$ cat config.mk
export PLATFORM = sky130hd
export DESIGN_NAME = sfc_layout
export DESIGN_NICKNAME = d
export VERILOG_FILES = /design/src/rtl/sfc_pkg.sv /design/src/rtl/sfc_layout.sv
export SDC_FILE = /design/constraint.sdc
export NUM_CORES = 1
export LEC_CHECK = 0
export ABC_AREA = 1
export BUFFER_PORTS_ARGS = -buffer_cell sky130_fd_sc_hd__buf_2
export CORE_MARGIN = 1
export CORE_UTILIZATION = 30
export DETAILED_ROUTE_END_ITERATION = 8
export SYNTH_ARGS = -nofsm -noshare
export SYNTH_HDL_FRONTEND = slang
export SYNTH_SLANG_ARGS = --single-unit
$ cat constraint.sdc
create_clock -name vclk -period 5.4
set_input_delay 1.08 -clock vclk [all_inputs]
set_output_delay 1.08 -clock vclk [all_outputs]
set_load 0.005 [all_outputs]
$ cat src/rtl/sfc_pkg.sv
// ----------------------------------------------------------------------------
// sfc_pkg
// Shared types and constants of the segmented FIFO cache policy block.
// ----------------------------------------------------------------------------
`default_nettype none

package sfc_pkg;

    localparam int CAPACITY_DEF  = 64;
    localparam int ADDR_BITS_DEF = 31;
    localparam int MAX_LISTS     = 4;
    localparam int SIZE_REGS     = 4;
    localparam int SIZE_W        = 7;
    localparam int LAYOUT_W      = 9;
    localparam int CNT_W         = 32;
    localparam int CFG_W         = 7;
    localparam logic [CNT_W-1:0] CNT_MAX = '1;

    typedef enum logic [2:0] {
        CFG_NUM_LISTS,
        CFG_LIST0_SIZE,
        CFG_LIST1_SIZE,
        CFG_LIST2_SIZE,
        CFG_LIST3_SIZE,
        CFG_STRICT_PROMOTE,
        CFG_LRU_LAST
    } cfg_reg_t;

    typedef enum logic [2:0] {
        ST_IDLE,
        ST_SEARCH,
        ST_LOCATE,
        ST_PLAN,
        ST_APPLY
    } state_t;

    typedef struct packed {
        logic                                ok;
        logic [2:0]                          num;
        logic [SIZE_REGS-1:0][LAYOUT_W-1:0]  base;
        logic [SIZE_REGS-1:0][SIZE_W-1:0]    size;
        logic [LAYOUT_W-1:0]                 total;
    } layout_t;

    typedef struct packed {
        logic              apply;
        logic              do_push;
        logic              do_fill;
        logic              do_shift;
        logic [1:0]        list;
        logic [SIZE_W-1:0] pos;
        logic [SIZE_W-1:0] head;
    } cell_ctl_t;

    function automatic logic [CNT_W-1:0] sat_inc(input logic [CNT_W-1:0] v);
        return (v == CNT_MAX) ? v : v + 1'b1;
    endfunction

endpackage

`default_nettype wire

$ cat src/rtl/sfc_layout.sv
// ----------------------------------------------------------------------------
// sfc_layout
// Decodes list sizes into slot bases and checks the configuration.
// ----------------------------------------------------------------------------
`default_nettype none

module sfc_layout #(
    parameter int CAPACITY = sfc_pkg::CAPACITY_DEF
) (
    input  wire logic [2:0]                                          num_lists,
    input  wire logic [sfc_pkg::SIZE_REGS-1:0][sfc_pkg::SIZE_W-1:0]  list_size,
    output sfc_pkg::layout_t                                         layout
);

    always_comb begin
        logic [sfc_pkg::LAYOUT_W-1:0] sum;
        logic                         ok;
        sum = '0;
        ok  = (num_lists != 3'd0) && (int'(num_lists) <= sfc_pkg::MAX_LISTS)
              && (int'(num_lists) <= sfc_pkg::SIZE_REGS);
        layout = '0;
        for (int l = 0; l < sfc_pkg::SIZE_REGS; l++) begin
            layout.base[l] = sum;
            layout.size[l] = list_size[l];
            if (l < int'(num_lists)) begin
                if (list_size[l] == '0) begin
                    ok = 1'b0;
                end
                sum = sum + sfc_pkg::LAYOUT_W'(list_size[l]);
            end
        end
        layout.total = sum;
        layout.num   = num_lists;
        layout.ok    = ok && (int'(sum) <= CAPACITY);
    end

endmodule

`default_nettype wire

==> metrics, run 1 <==
DR vias/cell=~4.6; Rows=28; I/O Pins=approximately 110; Setup Viol. Count Final=6; Synth top area share=between 15 and 20%; Final Hold Fails=0; CLK BUF=0; layout cells sized above 1=63.58%; final worst path period share=105.0%; biggest area consumer among synthesized cells=buf_4; pin count of the biggest net entering global routing=13; first-pass GRT wire length=just under 10 mm; register area share after synthesis=0%; die area=between 0.006 and 0.007 sq mm; Final nets=about 530; Leak=1.902 nW; DRC viols=0; Seq Cell Count=0; RSZ-0062 raised after global routing=true; total number of vias=2520; critical path startpoint category=input pin; placed cell count=between 500 and 600; Layout area overhead=84.95%; Final Instance Area=0.003443 sq mm; Cell variety after synth=31; CTS Hold Bufs=0; First DRT Iteration DRCs=73; post-route ant nets=0; Max Cap Viol=0; register area=0 sq um; Post-Place Cell Area=0.002758 sq mm; syn avg cell area=5.873 sq um; wire per inst=around 12 um; Setup CP Type=input pin to output port; Worst Path Arrival=approximately 4600 ps; top cells by area, synth=buf_4, nand2_1, ha_1; Peak VDD IR=~0.14 mV; core region area=~0.0060 sq mm; gpl congestion=around 0.84; hpwl dp=5.008 mm; Layout Cells excl Fill=550; vias in the first global route=2143; YS warnings=0; run status=finished with violations; post-route setup slack=-268.0 ps; Max Freq=about 180 MHz; Ant. Diodes=0; die span in x=slightly above 80 um; Slew Limit Fails=0; Mapped Cells=~320; drt total wl=approximately 6.6 mm; initial antenna violation count=0; Worst Hold Class=input pin to output port; Core Util, Final=57.82%; dpl ws=-477.8 ps; failing checks=negative setup slack; Chip Height=80.78 um; Total GRT Usage=about 18%; I/O Buffers=96; Post-Synthesis Cell Area=0.001862 sq mm; PD cells=217.0 mW/mm^2; min Tclk post-route=between 5000 and 6000 ps; crit end category=output port; Fin Hold WS=~2400 ps; Initial Util=31.26%; # fillers=roughly 570; Critical Path Fanout Max=6; Overflow after GRT=0; worst path required time=between 4000 and 5000 ps; first drt pass iteration count=4
## synthesized netlist by cell type, drive strengths merged
master  instances
or2             4
nand3          39
o21ai           7
xnor2           4
fa              3
nand2          84
a21o            1
ha             22
nor4            4
buf            46
conb            1
a21oi          21
nand4           6
o21bai          1
and2            1
nor3            4
a31oi           1
xor2            3
inv            44
nor2           20
nand3b          1
## stage by stage
stage               TNS (ps)  power [W]
global route           -2291  0.0008175
CTS                   -568.7  0.0006599
global placement       -1751  0.0005390
floorplan             -37.07  0.0003218
detailed placement     -2078  0.0005466
finish                -830.6  0.0007473
## critical path: stages
cell	delay (ps)
buf_6	110
nor2_8	120
inv_6	50
nor2_8	170
nor2_4	60
ha_4	160
inv_2	50
fa_2	460
o21ai_4	220
fa_2	270
nand3_2	90
nand2_2	80
xnor2_2	110
nand2_1	100
and2_4	170
ha_4	280
nand2_2	50
inv_2	50
nand4_1	80
nand3_2	120
a21oi_2	70
nor2_2	140
nand2_1	90
nand2_2	70
nand4_1	100
a21oi_2	110
buf_2	110
## area by class of cell
type	instances	area, sq um	area share (%)
multi-input combinational	238	1917	55.67
tap	75	93.84	2.725
inverter	44	170.2	4.942
timing repair buffer	193	1262	36.66
## cell usage in the layout (no fill, tap or decap), types with 2 or more instances in the layout
cell	n
inv_1	32
or2_2	2
nor3_1	4
o21ai_0	3
nor2_2	5
nor2_8	2
buf_6	9
nor4_1	4
nand3_2	15
a21oi_4	3
nor2_1	9
nand3_1	21
o21ai_1	3
or2_4	2
nand2_1	58
buf_4	90
nand2_2	22
buf_2	93
nand2_4	4
xor2_1	3
fa_2	3
xnor2_2	3
nand4_1	6
a21oi_2	9
a21oi_1	9
ha_1	6
nor2_4	4
inv_2	11
nand3_4	3
conb_1	12
ha_4	16
## routing by layer
| metal | vias up | GRT usage [%] | routed length [um] | part of all wire [%] |
|---|---|---|---|---|
| li1 | 1300 | - | - | - |
| met1 | 1145 | 26.88 | 3168 | 48 |
| met2 | 71 | 31.86 | 3195 | 48 |
| met3 | 4 | 0.2247 | 240 | 3.6 |
| met4 | 0 | 0.5357 | 25 | 0.38 |
| met5 | - | 0 | 0 | 0 |
## power breakdown
part	switching, W	internal (W)	total [W]
Clock	0	0	0
Sequential	0	0	0
Combinational	0.000345	0.000402	0.000747
Total	0.000345	0.000402	0.000747
## cells by family (layout without fill, tap and decap cells)
| logic type | count (synthesis) | count (layout) | synth area share, % |
|---|---|---|---|
| simple gates | 163 | 163 | 41.06 |
| buf+inv | 90 | 237 | 27.96 |
| compound gates | 31 | 31 | 9.476 |
| fa+ha+maj | 25 | 25 | 18.01 |
| xor+xnor | 7 | 7 | 3.293 |
| other cells | 1 | 12 | 0.2014 |
## final timing paths
kind                          start    endpoint  slack [ps]  depth (start not counted)
worst max-delay path   num_lists[1]  layout[76]        -270                         27
worst min-delay path  list_size[12]  layout[21]        2360                          2
## what timing repair did
action                                  4_1_cts  5_1_grt
resized for setup                            54       41
buffers inserted                             24       15
pin swaps                                    41       57
endpoints found under the setup margin        7        7
hold endpoints to repair                      0        0
Power figures use the tool's default switching activity.
==> run 2, diff against run 1 <==
Settings changed: PLACE_DENSITY set to 0.61.
==> metrics, run 2 (synthesis results as in run 1) <==
run status=finished with violations; failing checks=negative setup slack; First DRT Iteration DRCs=slightly below 100; Max Cap Viol=0; Setup CP Type=input pin to output port; gpl congestion=around 0.86; Overflow after GRT=0; cell internal pwr=roughly 0.00039 W; total number of vias=roughly 2600; wire per inst=between 10 and 15 um; commonest cells after routing, fill and taps aside=buf_2, buf_4, nand2_1, inv_1, nand3_1; Peak VDD IR=0.1229 mV; setup TNS=-958.6 ps; Final nets=528; post-route ant nets=0; net switching power=0.0003461 W; first-pass GRT wire length=a little over 10 mm; Crit path top cell by count=nand2_1; drt total wl=between 6 and 7 mm; post-route setup slack=-267.6 ps; Initial Util=31.26%; CTS Hold Bufs=0; PD cells=217.5 mW/mm^2; die area=between 0.006 and 0.007 sq mm; Ant. Diodes=0; Worst Hold Class=input pin to output port; vias in the first global route=roughly 2200; Final Hold Fails=0; Total GRT Usage=roughly 20%; I/O Pins=between 100 and 150; critical path startpoint category=input pin; DRC viols=0; crit end category=output port; final worst path period share=105.0%; die span in x=between 80 and 90 um; Slew Limit Fails=0; register area=0 sq um; Chip Height=around 81 um; core region area=0.005956 sq mm; CLK BUF=0; RSZ-0062 raised after global routing=true; Seq Cell Count=0; Flop pwr share=0%; total power draw=0.0007360 W; Leak=1.872 nW; sw frac=between 40% and 50%; Setup Viol. Count Final=6; slowest stage delay, CP=between 400 and 500 ps; I/O Buffers=96; initial antenna violation count=0; first drt pass iteration count=4; slowest CP cell=fa_2; # fillers=between 500 and 600; Worst Path Arrival=about 4600 ps; Core Util, Final=~57%; clock network power share=0%; Crit path max-delay family=simple AND/OR/NAND/NOR gates; layout cells sized above 1=between 60 and 70%; DR vias/cell=about 4.7; commonest non-fill, non-tap cell in the layout=buf_2; Layout Cells excl Fill=~550; share of power burned in combinational logic=100.0%; placed cell count=508; min Tclk post-route=between 5000 and 6000 ps; Critical Path Fanout Max=7; Rows=28; pin count of the biggest net entering global routing=13; hpwl dp=5.045 mm; Layout area overhead=81.72%; Buf/Inv on CP=5; worst path required time=4320 ps; Max Freq=around 180 MHz; Fin Hold WS=about 2400 ps
==> run 2: cell count changes in the layout (fill, tap and decap cells not counted), sizes merged <==
cell  change
buf       -5
==> run 2: worst paths after layout <==
kind                 startpoint  cells after the start         end
setup / recovery   num_lists[1]                     27  layout[76]
hold / removal    list_size[12]                      2  layout[21]
==> run 2: power groups by stage <==
stage	clock network, W	registers [W]	logic [W]
5_1_grt	0	0	0.000799
3_5_place_dp	0	0	0.000537
4_1_cts	0	0	0.000651
6_report	0	0	0.000736
3_3_place_gp	0	0	0.000531
2_1_floorplan	0	0	0.000322
==> run 2: final cells by class <==
type                            count  area, sq um  area share (%)
Multi-Input combinational cell    238         1913           56.55
Timing Repair Buffer              188         1206           35.65
Tap cell                           75        93.84           2.774
Inverter                           44        170.2           5.030
==> run 2: layer usage <==
layer  part of all wire [%]  global-route usage, %  routed length [um]  vias up
met3                    4.8                 0.3371                 335       10
li1                       -                      -                   -     1293
met5                      0                      0                   0        -
met4                    1.4                  3.393                  96        0
met1                     45                  27.46                3175     1173
met2                     48                  33.64                3380       90
==> run 2: stage by stage <==
stage	area, sq um	worst slack, ps
finish	3383	-267.6
global route	3383	-474.6
CTS	3199	-206.3
detailed placement	2735	-455.4
global placement	2735	-387.4
floorplan	2102	-37.07
==> run 2: what timing repair did <==
action	4_1_cts	5_1_grt
pin swaps	45	41
cloned	0	0
endpoints found under the setup margin	7	7
hold endpoints to repair	0	0
setup buffers	30	7
gates resized for setup	56	32
