File: src/rtl/sfc_pkg.sv
// ----------------------------------------------------------------------------
// sfc_pkg
// Shared types and constants of the segmented FIFO cache policy block.
// ----------------------------------------------------------------------------
`default_nettype none

package sfc_pkg;

    localparam int CAPACITY_DEF  = 64;
    localparam int ADDR_BITS_DEF = 31;
    localparam int MAX_LISTS     = 4;
    localparam int SIZE_REGS     = 4;
    localparam int SIZE_W        = 7;
    localparam int LAYOUT_W      = 9;
    localparam int CNT_W         = 32;
    localparam int CFG_W         = 7;
    localparam logic [CNT_W-1:0] CNT_MAX = '1;

    typedef enum logic [2:0] {
        CFG_NUM_LISTS,
        CFG_LIST0_SIZE,
        CFG_LIST1_SIZE,
        CFG_LIST2_SIZE,
        CFG_LIST3_SIZE,
        CFG_STRICT_PROMOTE,
        CFG_LRU_LAST
    } cfg_reg_t;

    typedef enum logic [2:0] {
        ST_IDLE,
        ST_SEARCH,
        ST_LOCATE,
        ST_PLAN,
        ST_APPLY
    } state_t;

    typedef struct packed {
        logic                                ok;
        logic [2:0]                          num;
        logic [SIZE_REGS-1:0][LAYOUT_W-1:0]  base;
        logic [SIZE_REGS-1:0][SIZE_W-1:0]    size;
        logic [LAYOUT_W-1:0]                 total;
    } layout_t;

    typedef struct packed {
        logic              apply;
        logic              do_push;
        logic              do_fill;
        logic              do_shift;
        logic [1:0]        list;
        logic [SIZE_W-1:0] pos;
        logic [SIZE_W-1:0] head;
    } cell_ctl_t;

    function automatic logic [CNT_W-1:0] sat_inc(input logic [CNT_W-1:0] v);
        return (v == CNT_MAX) ? v : v + 1'b1;
    endfunction

endpackage

`default_nettype wire

File: src/rtl/sfc_cell.sv
// ----------------------------------------------------------------------------
// sfc_cell
// One cache slot: holds valid bit and address, compares against the key and
// takes its neighbor's entry when its list shifts.
// ----------------------------------------------------------------------------
`default_nettype none

module sfc_cell #(
    parameter int IDX = 0,
    parameter int LW  = 10,
    parameter int EW  = 32
) (
    input  wire logic              aclk,
    input  wire logic              aresetn,
    input  wire logic              clear,
    input  wire sfc_pkg::cell_ctl_t ctl,
    input  wire sfc_pkg::layout_t  layout,
    input  wire logic [EW-1:0]     key,
    input  wire logic [LW-1:0]     push_idx,
    input  wire logic [LW-1:0]     found_idx,
    input  wire logic [EW-1:0]     front_val,
    input  wire logic [EW-1:0]     wrap_val,
    input  wire logic [EW-1:0]     left_val,
    output logic      [EW-1:0]     value,
    output logic                   match
);

    localparam logic [LW-1:0] SELF = LW'(IDX);

    logic [EW-1:0]             value_reg;
    logic [EW-1:0]             value_next;
    logic [LW-1:0]             base_l;
    logic [LW-1:0]             end_l;
    logic                      in_list;
    logic [sfc_pkg::SIZE_W-1:0] rel_idx;
    logic [sfc_pkg::SIZE_W-1:0] lpos;

    assign base_l  = LW'(layout.base[ctl.list]);
    assign end_l   = base_l + LW'(layout.size[ctl.list]);
    assign in_list = (SELF >= base_l) && (SELF < end_l);
    assign rel_idx = sfc_pkg::SIZE_W'(SELF - base_l);
    assign lpos    = (rel_idx >= ctl.head) ? rel_idx - ctl.head
                                           : rel_idx - ctl.head + layout.size[ctl.list];

    assign value = value_reg;
    assign match = (value_reg == key) && (SELF < LW'(layout.total));

    always_comb begin
        value_next = value_reg;
        if (clear) begin
            value_next = '0;
        end else if (ctl.apply) begin
            if (ctl.do_shift && in_list) begin
                if (lpos == '0) begin
                    value_next = front_val;
                end else if (lpos <= ctl.pos) begin
                    // the list's first slot takes the entry from its last slot
                    value_next = (SELF == base_l) ? wrap_val : left_val;
                end
            end
            if (ctl.do_fill && (SELF == found_idx)) begin
                value_next = front_val;
            end
            if (ctl.do_push && (SELF == push_idx)) begin
                value_next = key;
            end
        end
    end

    always_ff @(posedge aclk) begin
        if (!aresetn) begin
            value_reg <= '0;
        end else begin
            value_reg <= value_next;
        end
    end

endmodule

`default_nettype wire

File: config.mk
export PLATFORM = sky130hd
export DESIGN_NAME = sfc_cell
export DESIGN_NICKNAME = d
export VERILOG_FILES = /design/src/rtl/sfc_pkg.sv /design/src/rtl/sfc_cell.sv
export SDC_FILE = /design/constraint.sdc
export NUM_CORES = 1
export LEC_CHECK = 0
export BUFFER_PORTS_ARGS = -buffer_cell sky130_fd_sc_hd__buf_2
export CORE_AREA = 2 2 108 110
export DETAILED_ROUTE_END_ITERATION = 8
export DIE_AREA = 0 0 110 112
export GPL_ROUTABILITY_DRIVEN = 0
export PLACE_DENSITY = 0.78
export SLEW_MARGIN = 10
export SYNTH_ARGS = -nofsm -noshare
export SYNTH_HDL_FRONTEND = slang
export SYNTH_SLANG_ARGS = --single-unit
File: constraint.sdc
create_clock -name aclk -period 7.1 [get_ports aclk]
set_input_delay 1.42 -clock aclk [delete_from_list [all_inputs] [get_ports aclk]]
set_output_delay 1.42 -clock aclk [all_outputs]
set_load 0.02 [all_outputs]
==> results.ini, run 1 <==
[setup_path]
rrSetupSlack_ps=6280
crit_fanout=28
startpoint_type=input port
critPathMaxStageDelay_ps=600
cp.arrival_ps=6780
crit_buf_inv=4
crit_family=simple AND/OR/NAND/NOR gates
end_kind=flip-flop
r2r_start=value[7]
crit_top_cell=ha_1
critPathRequiredTime_ps=7280
slowest_stage=mux4_2
reg2reg_to=value[7]
critical_path_class=in2reg
reg2reg_depth=2

[finish]
syn2layout_area_growth_pct=40.3
final_layout_size_suffix_gt1_share_pct=41.8
utilization_pct=53.2
regArea_sq_um=641
nNetsFinal=1056
fillers=1095
largest_reg_flops=32
multi_input_area_sq_um=3210

[die]
core_area_sq_um=11200
die_h_um=112
start_util_pct=38.0
die_w_um=110
io_pins=281
placementRows=39
die_area_sq_um=12300

[grt]
grt_pass1_wl_um=22800
grt_overflow=0
grt_max_degree=66
antenna_found_initial=2
grt_use_total_pct=23.6
grt_pass1_vias=4844

[synth]
synth-seq-cells=32
yosys.area.top_type=dfxtp_1
yosysWarningCount=0
synth_area_sq_um=4240
synth_edf_count=0
syn_area_per_cell_sq_um=8.28
netlist.area_leader.share_pct=15.1
synth_ff_type=dfxtp_1
ys_types=50
ys_top_cells_by_area=dfxtp_1 (15%), ha_1 (8.3%), a221o_1 (7.8%)
syn_nets=791
syn_inst=512
synthArstFlopShare_pct=0
yosysSeqAreaShare_pct=15.1

[power]
power_uw=951
power.density_nw_per_um2=160
vdd_drop_max_v=0.000180
leakage_uw=0.00312

[clock_tree]
cts_tree=yes
cts-root-buf=clkbuf_16
cts_resized=0
clkSlewWorstSetupHoldPaths_ps=50
cts.sinks=32
clkLatencyLatePin_ps=280
cts_setup_buffers=0
holdBufCountCts=0
cts_inserted_buffers=5
clockBufferDepth=2
cts_htree_levels=2

[timing]
rsz0062_at_grt=no
final.setup.tns_ps=0
hold_slack_ps=613
fin_crit_sh_pct=93.0
drv_slew=0
fin_crit_ps=6600
slew_headroom_pct=29.3
report.final.hold_viol_count=0
setup_viol=0
tightest_slew_ps=1060
fin_worst_skew_ps=0
fmax_mhz=152
final.setup.worst_slack_ps=500

[flow_run]
max_cap_viol_count=0

[route]
drtIter0Drc=323
wl_met3_um=1270
met1_length_um=5580
firstDrtPassIters=6
routed-via-count=4970
drc=0
top_layer=met4
wire_per_inst_um=16.3
ant_nets=0
routed_wl_um=15000
via_per_inst=5.39
met2_length_um=7890

[min_path]
worst_hold_path.endpoint=value[29]
hp-start=value[29]
hold_depth=2
hold_class=reg2reg

[run_status]
outcome=finished clean

[placed_design]
dp_hpwl_um=12400
pre_cts_slack_ps=228
io_buffers=276

-- synthesized netlist by cell type, types with 2 or more instances --
| library cell | number |
|---|---|
| buf_1 | 4 |
| dfxtp_1 | 32 |
| a31oi_1 | 2 |
| inv_1 | 59 |
| o31ai_1 | 2 |
| xor2_1 | 33 |
| xnor2_1 | 13 |
| mux4_2 | 14 |
| nand2b_1 | 4 |
| a21o_1 | 2 |
| mux2i_1 | 33 |
| fa_1 | 3 |
| nor3_1 | 38 |
| buf_6 | 7 |
| nand2_1 | 46 |
| a311oi_1 | 33 |
| nor3b_1 | 4 |
| o21a_1 | 3 |
| ha_1 | 28 |
| nor4b_1 | 4 |
| nor4_1 | 13 |
| nor2b_1 | 4 |
| clkbuf_1 | 18 |
| a221o_1 | 33 |
| o2111ai_1 | 2 |
| o21ai_0 | 12 |
| nand3_1 | 6 |
| nand3b_1 | 2 |
| nor2_1 | 14 |
| nand4_1 | 7 |
| buf_2 | 4 |
| a21oi_1 | 10 |
| a211oi_1 | 6 |
-- cell type report --
| type | instances | share of cell area, % |
|---|---|---|
| multi-input cells | 386 | 54.0 |
| repair buffers | 292 | 25.7 |
| flip-flops and latches | 32 | 10.8 |
| inverters | 60 | 3.79 |
| well taps | 143 | 3.01 |
| clock buffers | 6 | 2.17 |
| clock inverters | 2 | 0.589 |
| diodes | 1 | 0.0421 |
-- cell usage in the layout (no fill, tap or decap), types with 6 or more instances in the layout --
cell type / count
a221o_1: 33
nor2_1: 14
mux2i_1: 33
a21oi_1: 10
dfxtp_1: 32
nand4_1: 7
buf_2: 276
nor3_1: 38
ha_1: 28
buf_4: 14
inv_1: 59
a311oi_1: 33
mux4_2: 14
nand3_1: 6
nor4_1: 12
o21ai_0: 12
xnor2_1: 13
nand2_1: 45
xor2_1: 33
-- metal layers --
| metal | track usage [%] | vias to the layer above |
|---|---|---|
| met4 | 6.41 | 0 |
| met1 | 25.5 | 2269 |
| met3 | 4.45 | 23 |
| li1 | - | 2465 |
| met5 | 0 | - |
| met2 | 45.6 | 213 |
-- worst register-to-register path, cell delays in order (launching register included) --
cell	delay (ps)
dfxtp_1	420
nor3_1	80
a311oi_1	230
-- where the power goes --
| part | switching [uW] | leakage, uW | internal (uW) |
|---|---|---|---|
| Clock | 81.7 | 0.0000808 | 165 |
| Combinational | 269 | 0.00278 | 256 |
| Sequential | 0.237 | 0.000258 | 180 |
| Total | 350 | 0.00312 | 600 |
-- how the worst max path moves through the flow --
| stage | start | endpoint | cells past startpoint |
|---|---|---|---|
| floorplan | ctl[15] | value[11] | 28 |
| global placement | ctl[14] | value[6] | 26 |
| detailed placement | ctl[14] | value[20] | 26 |
| CTS | ctl[14] | value[20] | 26 |
| global route | ctl[14] | value[14] | 26 |
| finish | ctl[14] | value[20] | 26 |
-- metrics by stage --
step / cell area [sq um] / instances
floorplan: 4240 / 512
finish: 5950 / 922
CTS: 5950 / 921
global placement: 5780 / 913
detailed placement: 5780 / 913
global route: 5950 / 922
-- cell families after synthesis --
group | Yosys count | synth area share [%]
and+or+nand+nor | 150 | 18.7
AOI/OAI and AO/OA | 112 | 22.0
buffers and inverters | 94 | 9.76
muxes | 47 | 15.2
xor gates and xnor gates | 46 | 9.50
DFF | 32 | 15.1
adders and majority gates | 31 | 9.68
Power figures use the tool's default switching activity.
==> run 2: changes to the inputs <==
==> config.mk (replaced) <==
export PLATFORM = sky130hd
export DESIGN_NAME = sfc_cell
export DESIGN_NICKNAME = d
export VERILOG_FILES = /design/src/rtl/sfc_pkg.sv /design/src/rtl/sfc_cell.sv
export SDC_FILE = /design/constraint.sdc
export NUM_CORES = 1
export LEC_CHECK = 0
export ABC_AREA = 1
export BUFFER_PORTS_ARGS = -buffer_cell sky130_fd_sc_hd__buf_2
export CORE_AREA = 2 2 109 111
export DETAILED_ROUTE_END_ITERATION = 8
export DIE_AREA = 0 0 111 113
export GPL_ROUTABILITY_DRIVEN = 0
export PLACE_DENSITY = 0.86
export SKIP_CTS_REPAIR_TIMING = 1
export SLEW_MARGIN = 20
export SYNTH_ARGS = -nofsm -noshare
export SYNTH_HDL_FRONTEND = slang
export SYNTH_SLANG_ARGS = --single-unit
==> run 2 against run 1 <==
  * Via count is 40% higher
  * First-iteration DRC count rose by 76%
  * Clock power down 21%
  * Sequential cell count unchanged
  * Core utilization is 6.8 points higher
  * Largest power group unchanged
  * Synthesized cell count up 97%
  * Clock skew did not move
  * Setup slack gained 200 ps
==> results.ini, run 2 <==
[run_status]
outcome=finished clean

[power]
p_switching_uw=356  ; +1.5%
leakage_uw=0.00419  ; +34%
p_comb_share_pct=56.4  ; +1.3 points
pwr-share-seq_pct=21.0  ; +2.1 points
power.density_nw_per_um2=127  ; -21%
vdd_drop_max_v=0.000121  ; -33%
clockPowerShare_pct=22.6  ; -3.3 points
switching_share_pct=41.5  ; +4.6 points
p_int_uw=502  ; -16%

[setup_path]
reg2reg_depth=4  ; +2
critPathLaunch=ctl[14]
startpoint_type=input port
critPathMaxStageDelay_ps=330  ; -270 ps
crit_family=simple AND/OR/NAND/NOR gates
slowest_stage=ha_1
critPathCapture=value[9]
cp.depth=40  ; +54%
r2r_start=value[31]
rrSetupSlack_ps=6390  ; +110 ps
critPathRequiredTime_ps=7270  ; about the same
cp.arrival_ps=6570  ; -210 ps
reg2reg_to=value[31]
crit_fanout=23  ; -18%
critical_path_class=in2reg
end_kind=flip-flop
crit_top_cell=nand2_1
crit_buf_inv=10  ; +6

[synth]
synthArstFlopShare_pct=0  ; unchanged
syn_area_per_cell_sq_um=5.21  ; -37%
synth_edf_count=0  ; unchanged
yosys.area.top_type=nand2_1
ys_top_cells_by_area=nand2_1 (25%), dfxtp_1 (12%), nand3_1 (12%)
synth_ff_type=dfxtp_1
yosysSeqAreaShare_pct=12.2  ; -2.9 points
syn_inst=1007  ; +97%
synthTopCellsByCount=nand2_1 (350), inv_1 (169), nand3_1 (127)
synth-seq-cells=32  ; unchanged
ys_types=37  ; -26%
synth_most_common_cell=nand2_1
syn_nets=1286  ; +63%
yosysWarningCount=0  ; unchanged
synth_area_sq_um=5240  ; +24%
netlist.area_leader.share_pct=25.1  ; +10 points

[min_path]
hold_class=reg2reg

[grt]
antenna_found_initial=0  ; -2
grt_overflow=0  ; unchanged
grt_use_total_pct=27.4  ; +3.8 points
grt_pass1_wl_um=28700  ; +26%
grt_pass1_vias=6330  ; +31%
grt_max_degree=65  ; -1.5%

[clock_tree]
cts_htree_levels=2  ; unchanged
cts_tree=yes
clkLatencyLatePin_ps=270  ; about the same
clockBufferDepth=2  ; unchanged
cts-root-buf=clkbuf_16
cts.sinks=32  ; unchanged
clkSlewWorstSetupHoldPaths_ps=50  ; about the same
cts_inserted_buffers=5  ; unchanged

[finish]
utilization_pct=60.1  ; +6.8 points
final_common_cell=nand2_1
antennaDiodeCount=0  ; -1
largest_reg_flops=32  ; unchanged
syn2layout_area_growth_pct=29.1
nNetsFinal=1533  ; +45%
mostFrequentLayoutCells=nand2_1 (349), buf_2 (276), inv_1 (169)
regArea_sq_um=641  ; unchanged
fillers=1118  ; +2.1%
multi_input_area_sq_um=3710  ; +16%
final_layout_size_suffix_gt1_share_pct=24.9  ; -17 points

[timing]
final.setup.tns_ps=0  ; unchanged
fmax_mhz=156  ; +3.1%
drv_slew=0  ; unchanged
rsz0062_at_grt=no
hold_slack_ps=539  ; -74.0 ps
setup_viol=0  ; unchanged
slew_headroom_pct=32.3  ; +3.1 points
tightest_slew_ps=1010  ; -43.7 ps
fin_crit_ps=6400  ; -198 ps
report.final.hold_viol_count=0  ; unchanged
fin_crit_sh_pct=90.2  ; -2.8 points
fin_worst_skew_ps=0  ; unchanged

[die]
start_util_pct=46.5  ; +8.6 points
die_w_um=111  ; +0.91%
placementRows=39  ; unchanged
core_area_sq_um=11300  ; +0.87%
io_pins=281  ; unchanged
die_h_um=113  ; +0.89%
die_area_sq_um=12500  ; +1.8%

[route]
ant_nets=0  ; unchanged
drtIter0Drc=567  ; +76%
drc=0  ; unchanged
firstDrtPassIters=5  ; -1
via_per_inst=4.99  ; -7.4%
routed-via-count=6964  ; +40%
wire_per_inst_um=12.9  ; -21%
routed_wl_um=17900  ; +19%

[flow_run]
max_cap_viol_count=0  ; unchanged

[placed_design]
dp_hpwl_um=14600  ; +18%
io_buffers=276  ; unchanged

run 2: cell types whose count changed after synthesis, moves of 32 or more:
cell      before  now
nor2_1        14  121
nand2_1       46  350
inv_1         59  169
a311oi_1      33    1
a221o_1       33    0
mux2i_1       33    0
nand3_1        6  127
run 2: worst min-delay path by stage:
stage	from	end	slack, ps	depth (start not counted)
floorplan	value[0]	value[0]	600	4
global placement	value[13]	value[13]	520	4
detailed placement	value[18]	value[18]	520	4
CTS	value[25]	value[25]	540	4
global route	value[23]	value[23]	570	4
finish	value[19]	value[19]	540	4
run 2: metrics by stage:
| step | instance area, sq um | total power [uW] | setup slack, ps | cells |
|---|---|---|---|---|
| 6_report | 6770 | 858 | 697 | 1395 |
| 5_1_grt | 6770 | 944 | 112 | 1395 |
| 4_1_cts | 6760 | 857 | 579 | 1395 |
| 3_5_place_dp | 6630 | 662 | 310 | 1390 |
| 3_3_place_gp | 6630 | 651 | 437 | 1390 |
| 2_1_floorplan | 5240 | 513 | 1480 | 1007 |
run 2: power groups by stage:
stage	registers, uW	logic [uW]	clock network [uW]
global placement	184	467	0
CTS	180	480	196
finish	180	484	194
global route	180	558	206
detailed placement	184	478	0
floorplan	184	329	0
run 2: logic make-up (layout without fill, tap and decap cells):
kind of cell    Yosys count  count (layout)  synth area share [%]
xor+xnor                 34              34                  5.68
compound gates           41              41                  4.63
buf+inv                 219             464                  17.2
flops                    32              32                  12.2
simple gates            650             650                  52.4
fa+ha+maj                31              31                  7.83
run 2: cell type report:
type	instances	share of cell area [%]
timing repair buffer	284	21.5
tap	143	2.64
multi-input combinational	756	54.8
inverter	175	9.74
clock buffer	5	1.85
sequential	32	9.46
run 2: tightest hold or removal path, stage by stage, from the launching register on:
cell and delay (ps):
dfxtp_1 320, inv_1 50, nand2_1 40, nand2_1 50, nor2_1 30
run 2: layer usage:
layer / GRT usage, % / share of wire, % / up-vias
li1: - / - / 3588
met1: 33.0 / 40 / 3039
met2: 50.3 / 50 / 303
met3: 4.23 / 8.0 / 34
met4: 8.42 / 2.4 / 0
met5: 0 / 0 / -
==> run 3: changes to the inputs <==
==> constraint.sdc (replaced) <==
create_clock -name aclk -period 7.7 [get_ports aclk]
set_input_delay 1.54 -clock aclk [delete_from_list [all_inputs] [get_ports aclk]]
set_output_delay 1.54 -clock aclk [all_outputs]
set_load 0.02 [all_outputs]
==> run 3 against run 2 <==
  * Clock skew unchanged
  * Clock-buffer cell count increased by 3
  * Core utilization decreased by 0.12 points
  * Die area unchanged
  * Via count increased by 0.46%
  * Non-clock buffer count decreased by 2
  * Critical path depth decreased by 1
  * Critical path type unchanged
  * Largest power group unchanged
  * Highest routed layer is now met5
==> results.ini, run 3 (synthesis gave the netlist of run 2 again) <==
[run_status]
outcome=finished clean

[power]
power.density_nw_per_um2=120  ; -5.1%
leakage_uw=0.00418  ; -0.17%
vdd_drop_max_v=0.0000985  ; -19%

[finish]
fillers=1141  ; +2.1%
final_area_sq_um=6760  ; -0.20%
largest_reg_flops=32  ; unchanged
final_layout_size_suffix_gt1_share_pct=24.7  ; -0.18 points
nNetsFinal=1531  ; -0.13%
final_common_cell=nand2_1
utilization_pct=60.0  ; -0.12 points
syn2layout_area_growth_pct=28.9
mostFrequentLayoutCells=nand2_1 (349), buf_2 (276), inv_1 (169)

[timing]
fin_crit_ps=6770
fmax_mhz=148
rsz0062_at_grt=no
final.setup.worst_slack_ps=929  ; +231 ps
setup_viol=0  ; unchanged
fin_worst_skew_ps=0  ; unchanged
fin_crit_sh_pct=87.9
report.final.hold_viol_count=0  ; unchanged
final.setup.tns_ps=0  ; unchanged
drv_slew=0  ; unchanged
slew_headroom_pct=31.3  ; -1.1 points
tightest_slew_ps=1030  ; +16.0 ps

[placed_design]
io_buffers=276  ; unchanged
postPlaceCellArea_sq_um=6610  ; -0.41%
dp_hpwl_um=14600  ; about the same
pre_cts_slack_ps=677  ; +367 ps

[grt]
grt_pass1_vias=6216  ; -1.8%
grt_max_degree=65  ; unchanged
antenna_found_initial=2  ; +2
grt_pass1_wl_um=28400  ; -0.87%
grt_overflow=0  ; unchanged
grt_use_total_pct=27.4  ; -0.036 points

[flow_run]
max_cap_viol_count=0  ; unchanged

[clock_tree]
cts_inserted_buffers=5  ; unchanged
cts_htree_levels=2  ; unchanged
cts-root-buf=clkbuf_16
clockBufferDepth=2  ; unchanged
cts.sinks=32  ; unchanged
clkSlewWorstSetupHoldPaths_ps=50  ; about the same
clkLatencyLatePin_ps=280  ; about the same
cts_tree=yes

[setup_path]
cp.arrival_ps=6950  ; +380 ps
crit_family=simple AND/OR/NAND/NOR gates
crit_buf_inv=9  ; -1
reg2reg_depth=4  ; unchanged
reg2reg_to=value[11]
end_kind=flip-flop
r2r_start=value[11]
critPathMaxStageDelay_ps=460  ; +130 ps
crit_fanout=32  ; +39%
cp.depth=39  ; -2.5%
startpoint_type=input port
crit_top_cell=nand2_1
critical_path_class=in2reg
rrSetupSlack_ps=6960  ; +570 ps
critPathRequiredTime_ps=7880  ; +610 ps
slowest_stage=nand2_2

[die]
io_pins=281  ; unchanged
die_area_sq_um=12500  ; unchanged
start_util_pct=46.5  ; unchanged
die_h_um=113  ; unchanged
placementRows=39  ; unchanged
core_area_sq_um=11300  ; unchanged
die_w_um=111  ; unchanged

[route]
wire_per_inst_um=12.9  ; +0.51%
routed_wl_um=18100  ; +0.65%
ant_nets=0  ; unchanged
firstDrtPassIters=5  ; unchanged
drc=0  ; unchanged
via_per_inst=5.01  ; +0.32%
routed-via-count=6996  ; +0.46%
drtIter0Drc=539  ; -4.9%

[min_path]
hold_depth=4  ; unchanged
worst_hold_path.endpoint=value[18]
hp-start=value[18]
hold_class=reg2reg

run 3: cell count changes in the layout (fill, tap and decap cells not counted):
cell	previous run	this run
inv_2	5	6
inv_4	1	0
buf_12	1	0
clkbuf_1	0	2
clkbuf_8	0	1
diode_2	0	1
a32oi_1	2	3
buf_4	7	6
a32oi_2	1	0
run 3: worst max-delay path by stage:
stage            start        end  slack (ps)
2_1_floorplan  ctl[14]   value[0]        1960
3_3_place_gp   ctl[14]  value[15]         790
3_5_place_dp   ctl[14]  value[19]         680
4_1_cts        ctl[14]  value[11]         950
5_1_grt        ctl[14]   value[5]         270
6_report       ctl[14]  value[11]         930
run 3: per-stage QoR:
step           total power [uW]  cells  hold slack (ps)
3_5_place_dp                609   1388              525
4_1_cts                     808   1396              536
6_report                    812   1397              537
2_1_floorplan               473   1007              604
3_3_place_gp                599   1388              525
5_1_grt                     884   1396              574
run 3: per-layer routing:
layer	vias to the layer above	routed length (um)	global-route usage, %
met5	-	12	0
met4	2	388	6.67
met3	31	1500	4.45
met2	329	8980	51.3
met1	3048	7170	32.6
li1	3586	-	-
run 3: worst register-to-register path: stages (launching register included):
cell and delay, ps:
dfxtp_1 370, inv_1 60, nand2_1 70, nand2_1 70
nor2_1 110
run 3: where the power goes:
group	internal, uW	total, uW	switching [uW]
combinational	182	444	262
sequential	166	166	0.173
clock	129	202	73.0
total	477	812	335
run 3: cell type report:
| cell class | instances | area (sq um) | area share (%) |
|---|---|---|---|
| clock buffer | 8 | 146 | 2.17 |
| sequential | 32 | 641 | 9.48 |
| timing repair buffer | 282 | 1430 | 21.1 |
| antenna | 1 | 2.50 | 0.0370 |
| inverter | 175 | 657 | 9.72 |
| tap | 143 | 179 | 2.65 |
| multi-input combinational | 756 | 3710 | 54.8 |
